## config.mk

```make
export PLATFORM = sky130hd
export DESIGN_NAME = fds_ctrl_flat
export DESIGN_NICKNAME = d
export VERILOG_FILES = /design/src/hdl/fds_pkg.sv /design/src/hdl/fds_if.sv /design/src/hdl/fds_ctrl.sv /design/src/flat_wrapper.sv
export SDC_FILE = /design/constraint.sdc
export NUM_CORES = 1
export LEC_CHECK = 0
export ABC_AREA = 1
export CAP_MARGIN = 25
export CORE_AREA = 2 2 120 122
export DETAILED_ROUTE_END_ITERATION = 8
export DIE_AREA = 0 0 122 124
export DONT_BUFFER_PORTS = 1
export PLACE_DENSITY = 0.46
export SETUP_SLACK_MARGIN = 0.05
export SLEW_MARGIN = 30
export SYNTH_ARGS = -nofsm -noshare
export SYNTH_HDL_FRONTEND = slang
export SYNTH_SLANG_ARGS = --single-unit
```

## constraint.sdc

```tcl
create_clock -name clk -period 2.2 [get_ports clk]
set_input_delay 0.55 -clock clk [delete_from_list [all_inputs] [get_ports clk]]
set_output_delay 0.55 -clock clk [all_outputs]
set_load 0.01 [all_outputs]
```

## src/hdl/fds_pkg.sv

```systemverilog
// ----------------------------------------------------------------------------
// fds_pkg
// Shared types and constants of the frame data stack: field widths, action
// and status codes, and the memory command.
// ----------------------------------------------------------------------------
package fds_pkg;

    localparam int STACK_DEPTH_DEF = 1024;
    localparam int ITEM_WIDTH_DEF  = 64;

    localparam int ACTION_W = 3;
    localparam int VALUE_W  = 64;
    localparam int COUNT_W  = 11;
    localparam int INDEX_W  = 10;
    localparam int DEPTH_W  = 11;
    localparam int STATUS_W = 2;

    typedef enum logic [ACTION_W-1:0] {
        ACT_PUSH    = 3'd0,
        ACT_RESERVE = 3'd1,
        ACT_POP     = 3'd2,
        ACT_READ    = 3'd3,
        ACT_WRITE   = 3'd4
    } action_t;

    typedef enum logic [STATUS_W-1:0] {
        ST_OK        = 2'd0,
        ST_OVERFLOW  = 2'd1,
        ST_UNDERFLOW = 2'd2,
        ST_RANGE     = 2'd3
    } status_t;

    typedef struct packed {
        logic wr;
        logic rd;
    } ram_cmd_t;

endpackage

```

## src/hdl/fds_if.sv

```systemverilog
// ----------------------------------------------------------------------------
// fds_if
// Valid/ready channels of the frame data stack: the request channel and the
// result channel.
// ----------------------------------------------------------------------------
interface fds_req_if;
    logic                         valid;
    logic                         ready;
    logic [fds_pkg::ACTION_W-1:0] action;
    logic [fds_pkg::VALUE_W-1:0]  item_value;
    logic [fds_pkg::COUNT_W-1:0]  slot_count;
    logic [fds_pkg::INDEX_W-1:0]  slot_index;

    modport source (output valid, action, item_value, slot_count, slot_index,
                    input ready);
    modport sink (input valid, action, item_value, slot_count, slot_index,
                  output ready);
endinterface

interface fds_rsp_if;
    logic                         valid;
    logic                         ready;
    logic [fds_pkg::VALUE_W-1:0]  read_data;
    logic [fds_pkg::DEPTH_W-1:0]  depth;
    logic [fds_pkg::STATUS_W-1:0] status;

    modport source (output valid, read_data, depth, status, input ready);
    modport sink (input valid, read_data, depth, status, output ready);
endinterface

```

## src/hdl/fds_ctrl.sv

```systemverilog
// ----------------------------------------------------------------------------
// fds_ctrl
// Stack pointer, request checking, memory command issue and the result
// register stage.
// ----------------------------------------------------------------------------
module fds_ctrl #(
    parameter int STACK_DEPTH = fds_pkg::STACK_DEPTH_DEF,
    parameter int ITEM_WIDTH  = fds_pkg::ITEM_WIDTH_DEF,
    localparam int AW         = $clog2(STACK_DEPTH)
) (
    input  logic                  clk,
    input  logic                  rst_n,
    fds_req_if.sink               req,
    fds_rsp_if.source             rsp,
    output fds_pkg::ram_cmd_t     ram_cmd,
    output logic [AW-1:0]         ram_addr,
    output logic [ITEM_WIDTH-1:0] ram_wdata,
    input  logic [ITEM_WIDTH-1:0] ram_rdata
);

    localparam int TW = $clog2(STACK_DEPTH + 1);
    localparam int CW = ((TW > fds_pkg::COUNT_W) ? TW : fds_pkg::COUNT_W) + 1;

    logic                         accept;
    logic [TW-1:0]                top_reg;
    logic [TW-1:0]                top_next;
    logic                         out_valid_reg;
    logic                         out_valid_next;
    fds_pkg::status_t             status_reg;
    fds_pkg::status_t             status_next;
    logic [fds_pkg::DEPTH_W-1:0]  depth_reg;
    logic                         rd_ok_reg;
    logic                         rd_ok_next;
    logic [CW-1:0]                top_w;
    logic [CW-1:0]                cnt_w;
    logic [CW-1:0]                idx_w;
    logic [CW-1:0]                cap_w;
    logic [CW-1:0]                addr_w;
    logic [CW-1:0]                top_upd;
    logic [fds_pkg::VALUE_W-1:0]  rdata_ext;

    assign req.ready = !out_valid_reg || rsp.ready;
    assign accept    = req.valid && req.ready;

    assign top_w = CW'(top_reg);
    assign cnt_w = CW'(req.slot_count);
    assign idx_w = CW'(req.slot_index);
    assign cap_w = CW'(STACK_DEPTH);

    always_comb
    begin
        status_next = fds_pkg::ST_OK;
        rd_ok_next  = 1'b0;
        ram_cmd     = '0;
        addr_w      = idx_w;
        top_upd     = top_w;
        case (fds_pkg::action_t'(req.action))
            fds_pkg::ACT_PUSH:
            begin
                addr_w = top_w;
                if (top_w >= cap_w)
                begin
                    status_next = fds_pkg::ST_OVERFLOW;
                end
                else
                begin
                    ram_cmd.wr = accept;
                    top_upd    = top_w + CW'(1);
                end
            end
            fds_pkg::ACT_RESERVE:
            begin
                if (top_w + cnt_w > cap_w)
                begin
                    status_next = fds_pkg::ST_OVERFLOW;
                end
                else
                begin
                    top_upd = top_w + cnt_w;
                end
            end
            fds_pkg::ACT_POP:
            begin
                if (cnt_w > top_w)
                begin
                    status_next = fds_pkg::ST_UNDERFLOW;
                end
                else
                begin
                    top_upd = top_w - cnt_w;
                end
            end
            fds_pkg::ACT_READ:
            begin
                if (idx_w >= top_w)
                begin
                    status_next = fds_pkg::ST_RANGE;
                end
                else
                begin
                    ram_cmd.rd = accept;
                    rd_ok_next = 1'b1;
                end
            end
            fds_pkg::ACT_WRITE:
            begin
                if (idx_w >= top_w)
                begin
                    status_next = fds_pkg::ST_RANGE;
                end
                else
                begin
                    ram_cmd.wr = accept;
                end
            end
            default:
            begin
                status_next = fds_pkg::ST_OK;
            end
        endcase
        top_next = accept ? top_upd[TW-1:0] : top_reg;
    end

    assign ram_addr  = addr_w[AW-1:0];
    assign ram_wdata = req.item_value[ITEM_WIDTH-1:0];

    always_comb
    begin
        if (accept)
        begin
            out_valid_next = 1'b1;
        end
        else if (rsp.ready)
        begin
            out_valid_next = 1'b0;
        end
        else
        begin
            out_valid_next = out_valid_reg;
        end
    end

    always_ff @(posedge clk or negedge rst_n)
    begin
        if (!rst_n)
        begin
            top_reg       <= '0;
            out_valid_reg <= 1'b0;
        end
        else
        begin
            top_reg       <= top_next;
            out_valid_reg <= out_valid_next;
        end
    end

    always_ff @(posedge clk)
    begin
        if (accept)
        begin
            status_reg <= status_next;
            rd_ok_reg  <= rd_ok_next;
            depth_reg  <= top_upd[fds_pkg::DEPTH_W-1:0];
        end
    end

    always_comb
    begin
        rdata_ext                 = '0;
        rdata_ext[ITEM_WIDTH-1:0] = ram_rdata;
    end

    assign rsp.valid     = out_valid_reg;
    assign rsp.read_data = rd_ok_reg ? rdata_ext : '0;
    assign rsp.depth     = depth_reg;
    assign rsp.status    = status_reg;

endmodule

```

## src/flat_wrapper.sv

```systemverilog
// flat-port wrapper written by rule: the top's interface ports become plain ports
module fds_ctrl_flat 
#(
    parameter int STACK_DEPTH = fds_pkg::STACK_DEPTH_DEF,
    parameter int ITEM_WIDTH  = fds_pkg::ITEM_WIDTH_DEF,
    localparam int AW         = $clog2(STACK_DEPTH)
)
  (clk, rst_n, ram_cmd, ram_addr, ram_wdata, ram_rdata, req_valid, req_action, req_item_value, req_slot_count, req_slot_index, req_ready, rsp_valid, rsp_read_data, rsp_depth, rsp_status, rsp_ready);
  fds_req_if req_i ();
  fds_rsp_if rsp_i ();
  input  logic clk;
  input  logic rst_n;
  output fds_pkg::ram_cmd_t ram_cmd;
  output logic [AW-1:0] ram_addr;
  output logic [ITEM_WIDTH-1:0] ram_wdata;
  input  logic [ITEM_WIDTH-1:0] ram_rdata;
  input wire logic [$bits(req_i.valid)-1:0] req_valid;
  input wire logic [$bits(req_i.action)-1:0] req_action;
  input wire logic [$bits(req_i.item_value)-1:0] req_item_value;
  input wire logic [$bits(req_i.slot_count)-1:0] req_slot_count;
  input wire logic [$bits(req_i.slot_index)-1:0] req_slot_index;
  output wire logic [$bits(req_i.ready)-1:0] req_ready;
  output wire logic [$bits(rsp_i.valid)-1:0] rsp_valid;
  output wire logic [$bits(rsp_i.read_data)-1:0] rsp_read_data;
  output wire logic [$bits(rsp_i.depth)-1:0] rsp_depth;
  output wire logic [$bits(rsp_i.status)-1:0] rsp_status;
  input wire logic [$bits(rsp_i.ready)-1:0] rsp_ready;
  assign req_i.valid = req_valid;
  assign req_i.action = req_action;
  assign req_i.item_value = req_item_value;
  assign req_i.slot_count = req_slot_count;
  assign req_i.slot_index = req_slot_index;
  assign req_ready = req_i.ready;
  assign rsp_valid = rsp_i.valid;
  assign rsp_read_data = rsp_i.read_data;
  assign rsp_depth = rsp_i.depth;
  assign rsp_status = rsp_i.status;
  assign rsp_i.ready = rsp_ready;
  fds_ctrl #(.STACK_DEPTH(STACK_DEPTH), .ITEM_WIDTH(ITEM_WIDTH)) u_core (.clk(clk), .rst_n(rst_n), .req(req_i), .rsp(rsp_i), .ram_cmd(ram_cmd), .ram_addr(ram_addr), .ram_wdata(ram_wdata), .ram_rdata(ram_rdata));
endmodule
```

==> results by group <==
Floorplanning
  • Die height: between 100 and 150 um
  • Die area: 15100 um2
  • Starting Density: about a third
  • Total core area: 13700 um2
  • Row Count: 43
  • Die X: 122 um
  • I/O pin cnt: roughly 310

Clock tree
  • Clock sinks: 26
  • CTS Buf Count: 3
  • TritonCTS clock tree: yes
  • Root buffer cell: clkbuf_16
  • Clk Latency, worst-skew pair: 0.27 ns
  • Max clock buf depth: 2
  • CTS H-tree depth: 1
  • Clock transition at the registers of the reported paths: ~0.070 ns

Synthesis
  • Synth cell types: 41
  • Syn Nets: 918
  • Synth Register Bits: 26
  • Post-synth top cells: 227 x nand2_1, 127 x inv_1, 67 x buf_4, 34 x ha_1, 32 x nor2_1
  • Most common cell in the netlist: nand2_1
  • Post-synth top area share: 18.9%
  • Number of synthesized flops with an enable pin: 14
  • Post-synthesis cell count: 726
  • Avg Synthesized Cell Area: ~6.2 um2
  • Synth area leader: nand2_1
  • Top FF cell, synth: edfxtp_1
  • Mapped cell area: approximately 4500 um2
  • Post-synth ARST share: 46.2%
  • Syn. warnings: 0
  • Sequential area share after synthesis: 16.0%
  • Area contributors post-synth: nand2_1 19%, buf_4 11%, inv_1 11%

Worst setup path
  • Worst r2r src: u_core.top_reg[1]$_DFFE_PN0P_
  • Slowest stage delay, CP: 0.39 ns
  • Worst reg2reg path endpoint: u_core.rsp.depth[6]$_DFFE_PP_
  • Critical Path RT: about 1.7 ns
  • CP max-delay cell: dfrtp_1
  • Worst Path Arrival: approximately 2.0 ns
  • Worst setup SP type: flop
  • CP Depth: 8
  • CP cell instances: buf_6 > clkinv_2 > ha_4 > a21oi_2 > o21ai_2 > a221oi_2 > nand4_1 > o32ai_2
  • CP delay by family, top: compound AO/OA/AOI/OAI gates
  • R2r worst-path depth: 13
  • Critical path buffers and inverters: 2
  • R2r setup slk: -0.26 ns
  • Setup CP Type: reg -> out
  • CP Capture Type: primary output
  • Worst Setup SP: u_core.top_reg[4]$_DFFE_PN0P_
  • Worst setup path endpoint: ram_cmd[1]
  • Crit-path max FO: 4

Run
  • Max-cap viol count: 0

Cells and area
  • Fill count: 1413
  • Register cell area after layout: around 720 um2
  • Final nets: between 900 and 1000
  • Multi-input logic area: 3150 um2
  • N_diodes: 0
  • Share of cells above drive strength 1: 38.6%
  • Layout area overhead: 31.4%
  • Final instance area: 5910 um2

Drt
  • Drt total wl: 16.9 mm
  • Vias per cell: 4.95
  • DRT iter0 DRCs: between 300 and 400
  • Antenna-violating nets left: 0
  • Drt wl/cell: 17.6 um
  • Drt first pass iters: 5
  • Vias: 4769
  • DR DRC count: 0

Power
  • Maximum VDD drop: 0.472 mV
  • Power density over the cells: 1250 nW/um2
  • Leakage: between 3 and 4 nW
  • Overall power: approximately 7.4 mW

Global route
  • GRT overflow: 0
  • Largest net degree at the start of global routing: between 50 and 60
  • Vias in the first global route: 4575
  • Initial antenna violation count: 0
  • Total GRT Usage: 21.9%
  • Global-route wire length before repair: between 20 and 30 mm

Run status
  • Failing checks: negative setup slack
  • Status: finished, violations left

STA
  • Minimum clock period: 2.50 ns
  • RSZ-0062 raised after global routing: yes
  • Final setup margin: -0.299 ns
  • Slew headroom: 50.7%
  • Worst Clk Skew: 0.00493 ns
  • Fin crit share: 114%
  • FMAX: approximately 400 MHz
  • Final hold vios: 0
  • Endpoints failing setup: 25
  • Worst slew pin tran: 0.737 ns
  • Pins Over Slew Limit: 0

Placed design
  • Placer Congestion: 0.897
  • I/O Buffers: 0
  • Placed inst area: 4950 um2
  • Hpwl dp: 13.5 mm

Worst hold path
  • Hold Path Class: in -> reg
-- kinds of logic after synthesis --
logic type               after synthesis  share of synthesized area [%]
adder cells (fa/ha/maj)               36                           10.3
buffers and inverters                227                           25.4
XOR/XNOR                              10                           1.95
flip-flops                            26                           16.0
AND/OR/NAND/NOR                      357                           37.1
AO/OA/AOI/OAI                         70                           9.17
-- cell type report --
cell class	count	area share (%)
Multi-Input combinational cell	474	53.2
Timing Repair Buffer	140	19.9
Sequential cell	26	12.2
Inverter	139	9.10
Tap cell	180	3.81
Clock buffer	3	1.27
Clock inverter	1	0.508
-- where the power goes --
| group | leakage, nW | switching [mW] | internal (mW) |
|---|---|---|---|
| logic | 2.94 | 3.19 | 2.78 |
| registers | 0.290 | 0.164 | 0.704 |
| clock network | 0.0511 | 0.196 | 0.363 |
| total | 3.28 | 3.55 | 3.84 |
-- how the worst min path moves through the flow --
stage	from	to	slack, ns	cells past startpoint
floorplan	rst_n	u_core.rsp.valid$_DFFE_PN0P_	0.25	0
global placement	rst_n	u_core.top_reg[7]$_DFFE_PN0P_	0.26	0
detailed placement	rst_n	u_core.top_reg[10]$_DFFE_PN0P_	0.26	0
CTS	req_action[0]	u_core.rd_ok_reg$_SDFFCE_PN0P_	0.59	2
global route	req_action[0]	u_core.rd_ok_reg$_SDFFCE_PN0P_	0.62	2
finish	req_action[0]	u_core.rd_ok_reg$_SDFFCE_PN0P_	0.59	2
-- cell usage in the layout (no fill, tap or decap), types with 4 or more instances in the layout --
master | netlist | layout
nand2_1 | 227 | 195
buf_4 | 67 | 119
inv_1 | 127 | 116
nand2_2 | 10 | 37
nand3_2 | 29 | 33
nand3_1 | 30 | 24
nor2_1 | 32 | 24
a21oi_1 | 23 | 18
o21ai_0 | 23 | 17
ha_4 | 0 | 15
ha_1 | 34 | 15
buf_6 | 5 | 15
inv_2 | 9 | 14
edfxtp_1 | 14 | 14
o211ai_1 | 11 | 11
dfrtp_1 | 12 | 9
nand4_1 | 8 | 8
xor2_1 | 9 | 8
nor2_2 | 4 | 7
inv_4 | 0 | 6
nor3_2 | 3 | 6
nand2_4 | 1 | 6
a21oi_2 | 2 | 6
nor3_1 | 9 | 5
nor2_4 | 0 | 5
o21ai_1 | 1 | 4
ha_2 | 0 | 4
-- per-stage QoR --
| stage | TNS [ns] | worst slack [ns] | hold slack, ns | cells | utilization (%) |
|---|---|---|---|---|---|
| after CTS | -5.16 | -0.308 | 0.591 | 960 | 42.2 |
| after detailed placement | -9.58 | -0.459 | 0.256 | 918 | 36.1 |
| after floorplan | -2.01 | -0.128 | 0.254 | 726 | - |
| after global placement | -9.07 | -0.480 | 0.256 | 918 | 36.1 |
| final | -5.34 | -0.299 | 0.595 | 963 | 43.1 |
| after global routing | -8.27 | -0.408 | 0.625 | 963 | 43.1 |
-- per-layer routing --
layer  vias to the layer above  wire, um  track usage [%]
met3                        24      1340             3.48
met2                       250      7970             36.9
li1                       2302         -                -
met4                         0       284             5.17
met1                      2193      7320             29.4
met5                         -         0                0
-- repair_timing --
item | in CTS | in global routing
pin swaps | 53 | 15
buffers inserted | 35 | 3
gates cloned | 2 | 0
hold endpoints to repair | 12 | 0
hold buffers | 1 | 0
resized for setup | 110 | 25
endpoints found under the setup margin | 26 | 33
Power figures use the tool's default switching activity.
